<file path="src/rtl/call_return_tracer_macros.svh">
// assertion macros for the call/return tracer
// no dependencies; the using module must have clk and arst_n in scope
`ifndef CALL_RETURN_TRACER_MACROS_SVH
`define CALL_RETURN_TRACER_MACROS_SVH
`ifndef SYNTH
`define CRT_ASSERT_IMP(lbl, a, c) \
	lbl: assert property (@(posedge clk) disable iff (!arst_n) (a) |-> (c)) \
		else $error("call_return_tracer: implication check failed");
`define CRT_ASSERT_NXT(lbl, a, c) \
	lbl: assert property (@(posedge clk) disable iff (!arst_n) (a) |=> (c)) \
		else $error("call_return_tracer: next-cycle check failed");
`else
`define CRT_ASSERT_IMP(lbl, a, c)
`define CRT_ASSERT_NXT(lbl, a, c)
`endif
`endif

</file>
<file path="src/rtl/crt_pkg.sv">
// shared types, codes and constants of the call/return tracer
// no dependencies
`default_nettype none
package crt_pkg;

	localparam int SYMBOLS_DEFAULT   = 64;
	localparam int MAX_DEPTH_DEFAULT = 255;

	// configuration register indexes
	localparam int CFG_IDX_W  = 2;
	localparam int CFG_DATA_W = 7;
	localparam logic [CFG_IDX_W-1:0] CFG_TRACE_ENABLE = 2'd0;
	localparam logic [CFG_IDX_W-1:0] CFG_SYMBOL_COUNT = 2'd1;

	// request types
	localparam logic REQ_LOAD  = 1'b0;
	localparam logic REQ_TRACE = 1'b1;

	// event kinds
	localparam logic [1:0] EV_NONE   = 2'd0;
	localparam logic [1:0] EV_CALL   = 2'd1;
	localparam logic [1:0] EV_RETURN = 2'd2;

	// instruction decode
	localparam logic [31:0] OPC_MASK       = 32'h0000_007F;
	localparam logic [31:0] OPC_JAL        = 32'h0000_006F;
	localparam logic [31:0] JALR_MASK      = 32'h0000_707F;
	localparam logic [31:0] OPC_JALR       = 32'h0000_0067;
	localparam logic [31:0] TARGET_ALIGN   = 32'hFFFF_FFFE;
	localparam logic [4:0]  REG_MASK       = 5'h1F;
	localparam logic [4:0]  REG_ZERO       = 5'd0;
	localparam logic [4:0]  REG_RA         = 5'd1;

	typedef struct packed {
		logic        req_type;
		logic [5:0]  entry_index;
		logic [31:0] func_start;
		logic [31:0] func_size;
		logic [31:0] pc;
		logic [31:0] instruction;
		logic [31:0] rs1_value;
	} in_item_t;

	typedef struct packed {
		logic [1:0]  event_kind;
		logic [31:0] event_pc;
		logic [31:0] target_addr;
		logic [7:0]  call_depth;
		logic        symbol_found;
		logic [5:0]  symbol_index;
	} out_item_t;

	typedef struct packed {
		logic accept;
		logic scan_step;
		logic scan_latch;
		logic out_load;
	} cmd_t;

	typedef struct packed {
		logic has_event;
		logic hit;
		logic exhausted;
	} status_t;

	typedef enum logic [2:0] {
		ST_IDLE = 3'b001,
		ST_SCAN = 3'b010,
		ST_FIN  = 3'b100
	} state_t;

endpackage
`default_nettype wire

</file>
<file path="src/rtl/call_return_tracer.sv">
// call/return tracer for retired rv32 instructions, top level
// depends on crt_pkg, crt_ctrl, crt_dp, crt_ram and call_return_tracer_macros.svh
//
// usage:
//   req channel (req_valid/req_ready/req) takes either a range-table load
//   (req_type 0) or a retired instruction to trace (req_type 1). every
//   request gives exactly one result on the rsp channel (rsp_valid/rsp_ready/rsp).
//   cfg_we/cfg_index/cfg_data write trace_enable (index 0) and symbol_count
//   (index 1); the user writes them only while the block is idle (not enforced).
//   one request is in work at a time. a load, a non-jump or a non-event jump goes
//   from accept to the finish state and on to the output register. a traced call
//   or return scans the range table one entry per cycle through the table ram's
//   single read port, at most min(symbol_count, SYMBOLS) entries, fewer on a hit.
//   reset clears the controller, the nesting depth and both registers; the
//   range table is not cleared and must be loaded before it is searched.
//   when rsp_ready is low the result holds in the output register and the
//   next request is still taken; its result waits until the register frees.
`default_nettype none
`include "call_return_tracer_macros.svh"
module call_return_tracer #(
	parameter int SYMBOLS   = crt_pkg::SYMBOLS_DEFAULT,
	parameter int MAX_DEPTH = crt_pkg::MAX_DEPTH_DEFAULT
) (
	input  wire logic                            clk,
	input  wire logic                            arst_n,
	input  wire logic                            cfg_we,
	input  wire logic [crt_pkg::CFG_IDX_W-1:0]   cfg_index,
	input  wire logic [crt_pkg::CFG_DATA_W-1:0]  cfg_data,
	input  wire logic                            req_valid,
	output logic                                 req_ready,
	input  wire crt_pkg::in_item_t               req,
	output logic                                 rsp_valid,
	input  wire logic                            rsp_ready,
	output crt_pkg::out_item_t                   rsp
);
	import crt_pkg::*;

	cmd_t    cmd;
	status_t status;

	crt_ctrl u_ctrl (
		.clk      (clk),
		.arst_n   (arst_n),
		.req_valid(req_valid),
		.req_ready(req_ready),
		.rsp_valid(rsp_valid),
		.rsp_ready(rsp_ready),
		.status   (status),
		.cmd      (cmd)
	);

	crt_dp #(
		.SYMBOLS  (SYMBOLS),
		.MAX_DEPTH(MAX_DEPTH)
	) u_dp (
		.clk      (clk),
		.arst_n   (arst_n),
		.cfg_we   (cfg_we),
		.cfg_index(cfg_index),
		.cfg_data (cfg_data),
		.req      (req),
		.cmd      (cmd),
		.status   (status),
		.rsp      (rsp)
	);

	// one request in work at a time
	`CRT_ASSERT_NXT(a_busy_after_accept, req_valid && req_ready, !req_ready)
	// no-event results carry all-zero fields
	`CRT_ASSERT_IMP(a_none_zero, rsp_valid && rsp.event_kind == EV_NONE, rsp.event_pc == '0 && rsp.target_addr == '0 && rsp.call_depth == '0)
	`CRT_ASSERT_IMP(a_none_nosym, rsp_valid && !rsp.symbol_found, rsp.symbol_index == '0)

endmodule
`default_nettype wire

</file>
<file path="src/rtl/crt_ram.sv">
// generic single-write, single-read RAM with registered read data
// no dependencies
`default_nettype none
module crt_ram #(
	parameter int WIDTH = 64,
	parameter int DEPTH = 64,
	localparam int AW = (DEPTH > 1) ? $clog2(DEPTH) : 1
) (
	input  wire logic             clk,
	input  wire logic             we,
	input  wire logic [AW-1:0]    waddr,
	input  wire logic [WIDTH-1:0] wdata,
	input  wire logic [AW-1:0]    raddr,
	output logic      [WIDTH-1:0] rdata
);

	logic [WIDTH-1:0] mem_q [DEPTH];

	always_ff @(posedge clk) begin
		if (we) begin
			mem_q[waddr] <= wdata;
		end
		rdata <= mem_q[raddr];
	end

endmodule
`default_nettype wire

</file>
<file path="src/rtl/crt_ctrl.sv">
// controller of the call/return tracer: sequences accept, table scan and result hand-off
// depends on crt_pkg
`default_nettype none
module crt_ctrl (
	input  wire logic             clk,
	input  wire logic             arst_n,
	input  wire logic             req_valid,
	output logic                  req_ready,
	output logic                  rsp_valid,
	input  wire logic             rsp_ready,
	input  wire crt_pkg::status_t status,
	output crt_pkg::cmd_t         cmd
);
	import crt_pkg::*;

	state_t state_q, state_d;
	logic   out_valid_q;
	logic   out_free;

	assign req_ready = (state_q == ST_IDLE);
	assign rsp_valid = out_valid_q;
	assign out_free  = !out_valid_q || rsp_ready;

	always_comb begin
		cmd     = '0;
		state_d = state_q;
		case (state_q)
			ST_IDLE: begin
				if (req_valid) begin
					cmd.accept = 1'b1;
					state_d    = status.has_event ? ST_SCAN : ST_FIN;
				end
			end
			ST_SCAN: begin
				cmd.scan_step = 1'b1;
				if (status.hit || status.exhausted) begin
					cmd.scan_latch = 1'b1;
					state_d        = ST_FIN;
				end
			end
			ST_FIN: begin
				// result waits here until the output register is free
				if (out_free) begin
					cmd.out_load = 1'b1;
					state_d      = ST_IDLE;
				end
			end
			default: begin
				state_d = ST_IDLE;
			end
		endcase
	end

	always_ff @(posedge clk or negedge arst_n) begin
		if (!arst_n) begin
			state_q     <= ST_IDLE;
			out_valid_q <= 1'b0;
		end else begin
			state_q <= state_d;
			if (cmd.out_load) begin
				out_valid_q <= 1'b1;
			end else if (rsp_ready) begin
				out_valid_q <= 1'b0;
			end
		end
	end

endmodule
`default_nettype wire

</file>
<file path="src/rtl/crt_dp.sv">
// datapath of the call/return tracer: decode, depth counter, range table and scan
// depends on crt_pkg and crt_ram
`default_nettype none
module crt_dp #(
	parameter int SYMBOLS   = crt_pkg::SYMBOLS_DEFAULT,
	parameter int MAX_DEPTH = crt_pkg::MAX_DEPTH_DEFAULT
) (
	input  wire logic                            clk,
	input  wire logic                            arst_n,
	input  wire logic                            cfg_we,
	input  wire logic [crt_pkg::CFG_IDX_W-1:0]   cfg_index,
	input  wire logic [crt_pkg::CFG_DATA_W-1:0]  cfg_data,
	input  wire crt_pkg::in_item_t               req,
	input  wire crt_pkg::cmd_t                   cmd,
	output crt_pkg::status_t                     status,
	output crt_pkg::out_item_t                   rsp
);
	import crt_pkg::*;

	localparam int AW = (SYMBOLS > 1) ? $clog2(SYMBOLS) : 1;
	localparam int CW = $clog2(SYMBOLS + 1);
	localparam int DW = $clog2(MAX_DEPTH + 1);

	// configuration
	logic                  trace_en_q;
	logic [CFG_DATA_W-1:0] sym_count_q;

	always_ff @(posedge clk or negedge arst_n) begin
		if (!arst_n) begin
			trace_en_q  <= 1'b0;
			sym_count_q <= '0;
		end else if (cfg_we) begin
			case (cfg_index)
				CFG_TRACE_ENABLE: trace_en_q  <= cfg_data[0];
				CFG_SYMBOL_COUNT: sym_count_q <= cfg_data;
				default: ;
			endcase
		end
	end

	// decode of the incoming request
	logic [31:0]   inst;
	logic          is_jal, is_jalr;
	logic [4:0]    rd, rs1;
	logic [31:0]   imm_j, imm_i, target_d, look_d;
	logic [1:0]    kind_d;
	logic [DW-1:0] depth_q, depth_d, depth_rep;
	logic [31:0]   depth_w;
	out_item_t     res_init;

	always_comb begin
		inst    = req.instruction;
		is_jal  = (inst & OPC_MASK) == OPC_JAL;
		is_jalr = (inst & JALR_MASK) == OPC_JALR;
		rd      = inst[11:7] & REG_MASK;
		rs1     = inst[19:15] & REG_MASK;
		imm_j   = {{11{inst[31]}}, inst[31], inst[19:12], inst[20], inst[30:21], 1'b0};
		imm_i   = {{20{inst[31]}}, inst[31:20]};
		target_d = is_jal ? (req.pc + imm_j) : ((req.rs1_value + imm_i) & TARGET_ALIGN);
		kind_d  = EV_NONE;
		if (req.req_type == REQ_TRACE && trace_en_q && (is_jal || is_jalr)) begin
			if (rd == REG_RA) begin
				kind_d = EV_CALL;
			end else if (rd == REG_ZERO && is_jalr && rs1 == REG_RA) begin
				kind_d = EV_RETURN;
			end
		end
		look_d    = (kind_d == EV_CALL) ? target_d : req.pc;
		depth_d   = depth_q;
		depth_rep = depth_q;
		case (kind_d)
			EV_CALL: begin
				if (depth_q < DW'(MAX_DEPTH)) begin
					depth_d = depth_q + 1'b1;
				end
			end
			EV_RETURN: begin
				if (depth_q != '0) begin
					depth_d = depth_q - 1'b1;
				end
				depth_rep = depth_d;
			end
			default: ;
		endcase
		depth_w = 32'(depth_rep);
		// symbol fields are filled in by the scan
		res_init = '0;
		if (kind_d != EV_NONE) begin
			res_init.event_kind  = kind_d;
			res_init.event_pc    = req.pc;
			res_init.target_addr = target_d;
			res_init.call_depth  = depth_w[7:0];
		end
	end

	always_ff @(posedge clk or negedge arst_n) begin
		if (!arst_n) begin
			depth_q <= '0;
		end else if (cmd.accept) begin
			depth_q <= depth_d;
		end
	end

	// range table, start in the upper half, size in the lower
	logic          tbl_we;
	logic [31:0]   slot_w;
	logic [63:0]   tbl_rdata;
	logic [CW-1:0] scan_addr_q;
	logic [CW-1:0] count_lim;

	assign slot_w = 32'(req.entry_index);
	assign tbl_we = cmd.accept && (req.req_type == REQ_LOAD) && (slot_w < SYMBOLS);

	crt_ram #(
		.WIDTH(64),
		.DEPTH(SYMBOLS)
	) u_tbl (
		.clk  (clk),
		.we   (tbl_we),
		.waddr(slot_w[AW-1:0]),
		.wdata({req.func_start, req.func_size}),
		.raddr(scan_addr_q[AW-1:0]),
		.rdata(tbl_rdata)
	);

	// scan: issue one read a cycle, compare the entry that comes back
	logic          chk_valid_s1;
	logic [AW-1:0] chk_idx_s1;
	logic [31:0]   look_q;
	logic          issue, match;
	logic [31:0]   idx_w;

	assign count_lim = (32'(sym_count_q) > SYMBOLS) ? CW'(SYMBOLS) : CW'(sym_count_q);
	assign issue     = scan_addr_q < count_lim;
	assign match     = (look_q - tbl_rdata[63:32]) < tbl_rdata[31:0];
	assign idx_w     = 32'(chk_idx_s1);

	assign status.has_event = (kind_d != EV_NONE);
	assign status.hit       = chk_valid_s1 && match;
	assign status.exhausted = !chk_valid_s1 && !issue;

	always_ff @(posedge clk or negedge arst_n) begin
		if (!arst_n) begin
			scan_addr_q  <= '0;
			chk_valid_s1 <= 1'b0;
		end else if (cmd.accept) begin
			scan_addr_q  <= '0;
			chk_valid_s1 <= 1'b0;
		end else if (cmd.scan_step) begin
			chk_valid_s1 <= issue;
			if (issue) begin
				scan_addr_q <= scan_addr_q + 1'b1;
			end
		end
	end

	always_ff @(posedge clk) begin
		if (cmd.scan_step && issue) begin
			chk_idx_s1 <= scan_addr_q[AW-1:0];
		end
	end

	// result under construction and output register
	out_item_t res_q;
	out_item_t out_q;

	always_ff @(posedge clk) begin
		if (cmd.accept) begin
			look_q <= look_d;
			res_q  <= res_init;
		end else if (cmd.scan_latch && status.hit) begin
			res_q.symbol_found <= 1'b1;
			res_q.symbol_index <= idx_w[5:0];
		end
		if (cmd.out_load) begin
			out_q <= res_q;
		end
	end

	assign rsp = out_q;

endmodule
`default_nettype wire
</file>
<file path="config.mk">
export PLATFORM = sky130hd
export DESIGN_NAME = call_return_tracer
export DESIGN_NICKNAME = d
export VERILOG_FILES = /design/src/rtl/crt_pkg.sv /design/src/rtl/call_return_tracer.sv /design/src/rtl/crt_ram.sv /design/src/rtl/crt_ctrl.sv /design/src/rtl/crt_dp.sv
export VERILOG_INCLUDE_DIRS = /design/src /design/src/rtl
export SDC_FILE = /design/constraint.sdc
export NUM_CORES = 2
export LEC_CHECK = 0
export BUFFER_PORTS_ARGS = -buffer_cell sky130_fd_sc_hd__buf_2
export CELL_PAD_IN_SITES_DETAIL_PLACEMENT = 2
export CELL_PAD_IN_SITES_GLOBAL_PLACEMENT = 2
export CORE_UTILIZATION = 43
export CTS_BUF_LIST = sky130_fd_sc_hd__clkbuf_8
export DETAILED_ROUTE_END_ITERATION = 8
export PLACE_DENSITY_LB_ADDON = 0.1
export SYNTH_ARGS = -nofsm -noshare
export SYNTH_HDL_FRONTEND = slang
export SYNTH_HIERARCHICAL = 1
export SYNTH_SLANG_ARGS = --single-unit
</file>
<file path="constraint.sdc">
create_clock -name clk -period 17.1 [get_ports clk]
set_input_delay 0.855 -clock clk [delete_from_list [all_inputs] [get_ports clk]]
set_output_delay 0.855 -clock clk [all_outputs]
set_load 0.01 [all_outputs]
</file>
# After elaboration in Yosys (flattened, before gate mapping)
# Memory sizes are Yosys's and may differ from the RTL's. A register that Yosys moved wholly into a read port is not among the register bits.
# Index checks and enable logic that the tools add are counted.
# totals
regBits,228
ramBits,4096
input_bits,181
output_inout_bits,83
elab_cells,107
mem_count,1
# memory_table
memory,depth,word_bits,rd,rd_ports_with_merged_regs,write_ports,line_no,source
u_dp.u_tbl.mem_q,64,64,1,1,1,crt_ram.sv:17,logic [WIDTH-1:0] mem_q [DEPTH];
# classes
addsub,6
order_cmp,5
n_eq_ne,14
muxes,30
n_bitwise,1
n_reduce_logical,29
# op_table
operator,count
32-bit adder,2
32-bit two-way mux,2
32-bit < comparator,1
32-bit subtractor,1
7-bit two-way mux,4
8-bit two-way mux,3
8-bit case mux with 2 select lines,1
3-bit two-way mux,4
1-bit two-way mux,11
"10-bit by 7-bit == test with 1-bit output, second input constant",1
"5-bit by 1-bit == test with 1-bit output, second input constant",2
1-bit logical AND,10
2-bit nonzero test,5
3-bit case mux with 3 select lines,1
"8-bit by 1-bit adder with 8-bit output, second input constant",1
"8-bit < comparator, second input constant",1
2-bit two-way mux,4
8-bit nonzero test,1
"8-bit by 1-bit subtractor with 8-bit output, second input constant",1
"7-bit by 1-bit adder with 7-bit output, second input constant",1
"7-bit == test, second input constant",1
"7-bit > comparator, second input constant",1
"6-bit by 7-bit < comparator with 1-bit output, second input constant",1
7-bit < comparator,1
14 further kinds,24

# Longest topological paths before layout
# depth
word_depth,10
mapped_depth,28
mapped_depth_nobuf,27

# Hierarchy
# The synthesis kept the hierarchy.
# modules_own_cells
module,n_inst,cells_each,area_per_inst_um2,seq_area_each_um2
crt_ram,1,6598,156348.7,124279.2
crt_dp,1,1474,14677.8,6536.3
crt_ctrl,1,27,227.7,101.3

# Least setup slack after synthesis
# OpenSTA, ideal clock, no wires.
# synth_timing
path_type,input -> register
start,in req_valid
end,mem u_dp.u_tbl.mem_q[48][0] (enable)
setup_ns,0.564
t_arrival_ns,10.757
t_required_ns,16.536
slack_ns,5.778
stages,6
n_path_buf,1
path_cell_list,nand3b_1 nor2_1 clkbuf_1 nor2b_1 nand4b_1 nor3_1
# synth_rtl
item,line_no,source
start: declaration,call_return_tracer.sv:29,"input wire logic req_valid,"
end: declaration,crt_ram.sv:17,

==> impl_results.rst <==
.. list-table::
   :header-rows: 1

   * - Metric
     - Value
   * - Result of the run
     - complete, no violations
   * - Clock tree from TritonCTS
     - done
   * - CTS H-tree lvls
     - 6
   * - Non-filler instance count after layout
     - 14800
   * - Power share of the clock group
     - 41.1%
   * - Measured slew at the worst slew-check pin
     - 1450 ps
   * - Total setup violations reported at the end of the flow
     - 0
   * - Detailed-placement wirelength estimate
     - 338 mm
   * - RSZ-0062 raised after global routing
     - no
   * - Worst-skew pair later-pin latency
     - 1280 ps
   * - CP delay by family, top
     - compound AO/OA/AOI/OAI gates
   * - Min cycle time layout
     - 6330 ps
   * - Synthesized instance count
     - 8099
   * - Number of nets with antenna violations after routing
     - 0
   * - Routed wire length
     - 592 mm
   * - Via total after detailed routing
     - 93000
   * - Core Area
     - 0.396 mm2
   * - Final max-slew violation count
     - 0
   * - Net count after synthesis
     - 8415
   * - Pre-CTS setup slack
     - 10860 ps
   * - Area fraction of the dominant cell type after synthesis
     - 75.2%
   * - Number of cells after detailed placement
     - 13400
   * - P&R area growth vs syn
     - 13.0%
   * - Share of synthesized registers carrying an async set or reset
     - 0.638%
   * - Design internal power
     - 16.2 mW
   * - Clock skew after layout
     - 101 ps
   * - Number of max-capacitance violations reported
     - 0
   * - Proportion of synthesized chip area in sequential cells
     - 76.4%
   * - Placement Rows
     - 231
   * - Die Width
     - 633 um
   * - Worst hold slack
     - 213 ps
   * - Crit path DAT
     - 7360 ps
   * - Count of flip-flops with a built-in enable after synthesis
     - 4289
   * - Cts bufs inserted
     - 725
   * - Share of total power in combinational logic
     - 2.6%
   * - Classification of the worst setup path
     - flop to flop
   * - Detailed-route DRC error count
     - 0
   * - Fraction of power consumed by sequential logic
     - 56.4%
   * - Total global routing track utilization
     - 29.3%
   * - Kind of end point of the critical path
     - flop
   * - Clk sink count
     - 4388
   * - Leakage power figure
     - 60.9 nW
   * - Number of global-route vias before repair
     - 98700
   * - Number of cells on the critical path
     - 27
   * - Share of cells above drive strength 1
     - 27.0%
   * - Largest net degree at the start of global routing
     - 124
   * - Register-to-register setup slack
     - 10780 ps
   * - CP max FO
     - 7
   * - Final routed wire length divided by cell count
     - 40.0 um
   * - I/O pin count
     - 264
   * - Height of the die
     - 633 um
   * - Maximum VDD drop
     - 0.0696 mV
   * - Critical Path Source Type
     - flop
   * - Count of buffer and inverter cells on the critical path
     - 3
   * - Crit path required time
     - 18140 ps
   * - Delay of the slowest cell on the worst path
     - 640 ps
   * - Worst hold path stage count
     - 4
   * - Total gr overflow
     - 0
   * - Main area contributors after synthesis
     - edfxtp_1 75%, mux4_2 13%, ha_1 0.96%
   * - Area enclosed by the die boundary
     - 0.401 mm2
   * - Leading cell type in the layout, fill and taps excluded
     - edfxtp_1
   * - Main synth FF type
     - edfxtp_1
   * - Number of warning messages in the yosys log
     - 6
   * - Worst-case headroom to the max-slew limit
     - 3.38%
   * - Area post-placement
     - 0.180 mm2
   * - Total Negative Setup Slacks
     - 0 ps
   * - Post-CTS clock slew at the launch and capture registers of the worst setup and hold paths
     - 60 ps
   * - Initial core utilization
     - 43.2%
   * - Switch share
     - 23.1%
   * - Total count of hold-check failures in the final report
     - 0
   * - Final instance area
     - 0.193 mm2
   * - Antenna violations before repair
     - 54
   * - Post-synthesis cell type with the largest combined area
     - edfxtp_1
   * - Cell seen most often among critical-path stages
     - a21oi_1
   * - Number of nets in the finished design
     - 9276
   * - Post-layout worst setup margin
     - 10780 ps
   * - Detailed router's first-iteration violation count
     - 9735
   * - Per-instance average area after synthesis
     - 21.1 um2
   * - Post-cts repair resize count
     - 0
   * - CTS Root Buffer Type
     - clkbuf_8
   * - Leading cell types in the layout, fill and taps excluded
     - 4289 x edfxtp_1, 1024 x mux4_2, 764 x clkbuf_8
   * - Synthesized flop and latch total
     - 4388
   * - Gpl congestion
     - 0.827
   * - Highest attainable clock frequency
     - 0.158 GHz
   * - Maximum root-to-sink buffer count
     - 4
   * - Hold crit path type
     - primary input to flop
   * - Share of the clock period used by the worst path
     - 37.0%
   * - Via/cell ratio
     - 6.28
   * - DR pass1 iterations
     - 6
   * - R2r worst-path depth
     - 27
   * - Wire length of the first global-routing pass
     - 813 mm
   * - Buffers added on ports
     - 263
   * - Net switching power
     - 4.86 mW
   * - Areal power density over the cells
     - 109 mW/mm2
   * - Highest-delay cell along the critical path
     - a2111o_1
   * - Count of cell types in the netlist
     - 96
   * - Mapped cell area
     - 0.171 mm2
-- metal layers --
layer | global-route usage [%] | share of wire (%)
met5 | 0 | 0.037
met1 | 40.0 | 41
met2 | 48.6 | 49
met3 | 4.52 | 7.0
met4 | 9.12 | 3.3
-- registers in the layout, summed over array words and instances, names as in the netlist --
name / count
u_dp/scan_addr_q: 7
u_dp/depth_q: 8
u_dp/chk_idx_s1: 6
u_dp/u_tbl/mem_q: 4096
u_ctrl/rsp_valid: 1
u_dp/sym_count_q: 7
u_dp/res_q: 81
u_ctrl/state_q: 3
u_dp/rsp: 81
u_dp/trace_en_q: 1
u_dp/u_tbl/rdata: 64
u_dp/look_q: 32
u_dp/chk_valid_s1: 1
-- stage by stage --
stage,total power [mW],util [%]
after floorplan,12.3,-
after global placement,12.6,45.4
after detailed placement,12.6,45.4
after CTS,21.3,48.8
after global routing,21.7,48.8
final,21.1,48.8
-- kinds of logic after synthesis --
family,count (synthesis),share of synthesized area [%]
AO/OA/AOI/OAI,931,3.86
XOR/XNOR,82,0.419
adder cells (fa/ha/maj),135,0.999
buffers and inverters,547,1.43
flip-flops,4388,76.4
multiplexers,1185,14.4
AND/OR/NAND/NOR,831,2.43
-- worst min-delay path, cell delays in order --
cell	delay, ps
buf_2	170
nor2_1	80
nor2_1	130
a21o_1	140
-- worst paths after layout --
kind / startpoint / to
max in group asynchronous: arst_n / u_dp/scan_addr_q[2]
worst min register to register: u_dp/res_q[63] / u_dp/rsp[63]
worst max-delay path: u_dp/look_q[0] / u_dp/res_q[0]
worst min-delay path: req_valid / u_ctrl/state_q[2]
worst max register to register: u_dp/look_q[0] / u_dp/res_q[0]
min in group asynchronous: arst_n / u_dp/sym_count_q[6]
-- area by class of cell --
class | count | area, um2
fill | 34700 | 203000
sequential | 4388 | 131000
multi-input combinational | 3164 | 38500
clock buffer | 764 | 10500
tap | 5242 | 6560
timing repair buffer | 553 | 3830
clock inverter | 552 | 2600
inverter | 128 | 482
antenna | 21 | 52.6
-- power groups by stage --
| stage | clock network (mW) | registers (mW) | logic (mW) |
|---|---|---|---|
| global placement | 0 | 12.1 | 0.503 |
| floorplan | 0 | 12.1 | 0.222 |
| CTS | 8.84 | 11.9 | 0.542 |
| detailed placement | 0 | 12.1 | 0.533 |
| finish | 8.66 | 11.9 | 0.539 |
| global route | 9.22 | 11.9 | 0.584 |
-- repair_timing --
item	CTS	global route
setup buffers	0	0
hold buffers	42	0
hold endpoints to repair	71	0
-- cells in the mapped netlist (6+ instances only) --
library cell / n
edfxtp_1: 4289
mux4_2: 1024
nor2_1: 230
clkbuf_1: 183
buf_2: 173
nand2_1: 171
a22oi_1: 170
mux2i_1: 151
a21oi_1: 133
ha_1: 132
inv_1: 125
a22o_1: 89
o22ai_1: 89
o21ai_0: 85
a211oi_1: 78
and3_1: 78
nand3_1: 74
dfxtp_1: 71
a21o_1: 54
xnor2_1: 49
and2_1: 47
a31oi_1: 44
nor2b_1: 41
o221ai_1: 39
or3_1: 38
buf_4: 35
xor2_1: 33
nand2b_1: 32
or2_2: 32
a41oi_1: 28
dfrtp_1: 27
nor3_1: 27
nand4_1: 21
buf_1: 20
a2bb2oi_1: 19
o21bai_1: 13
o21a_1: 12
mux2_2: 10
o21ai_1: 9
o31ai_1: 9
buf_6: 7
nand3b_1: 7
a211o_1: 6
nor4_1: 6
(Power assumes the default switching activity.)
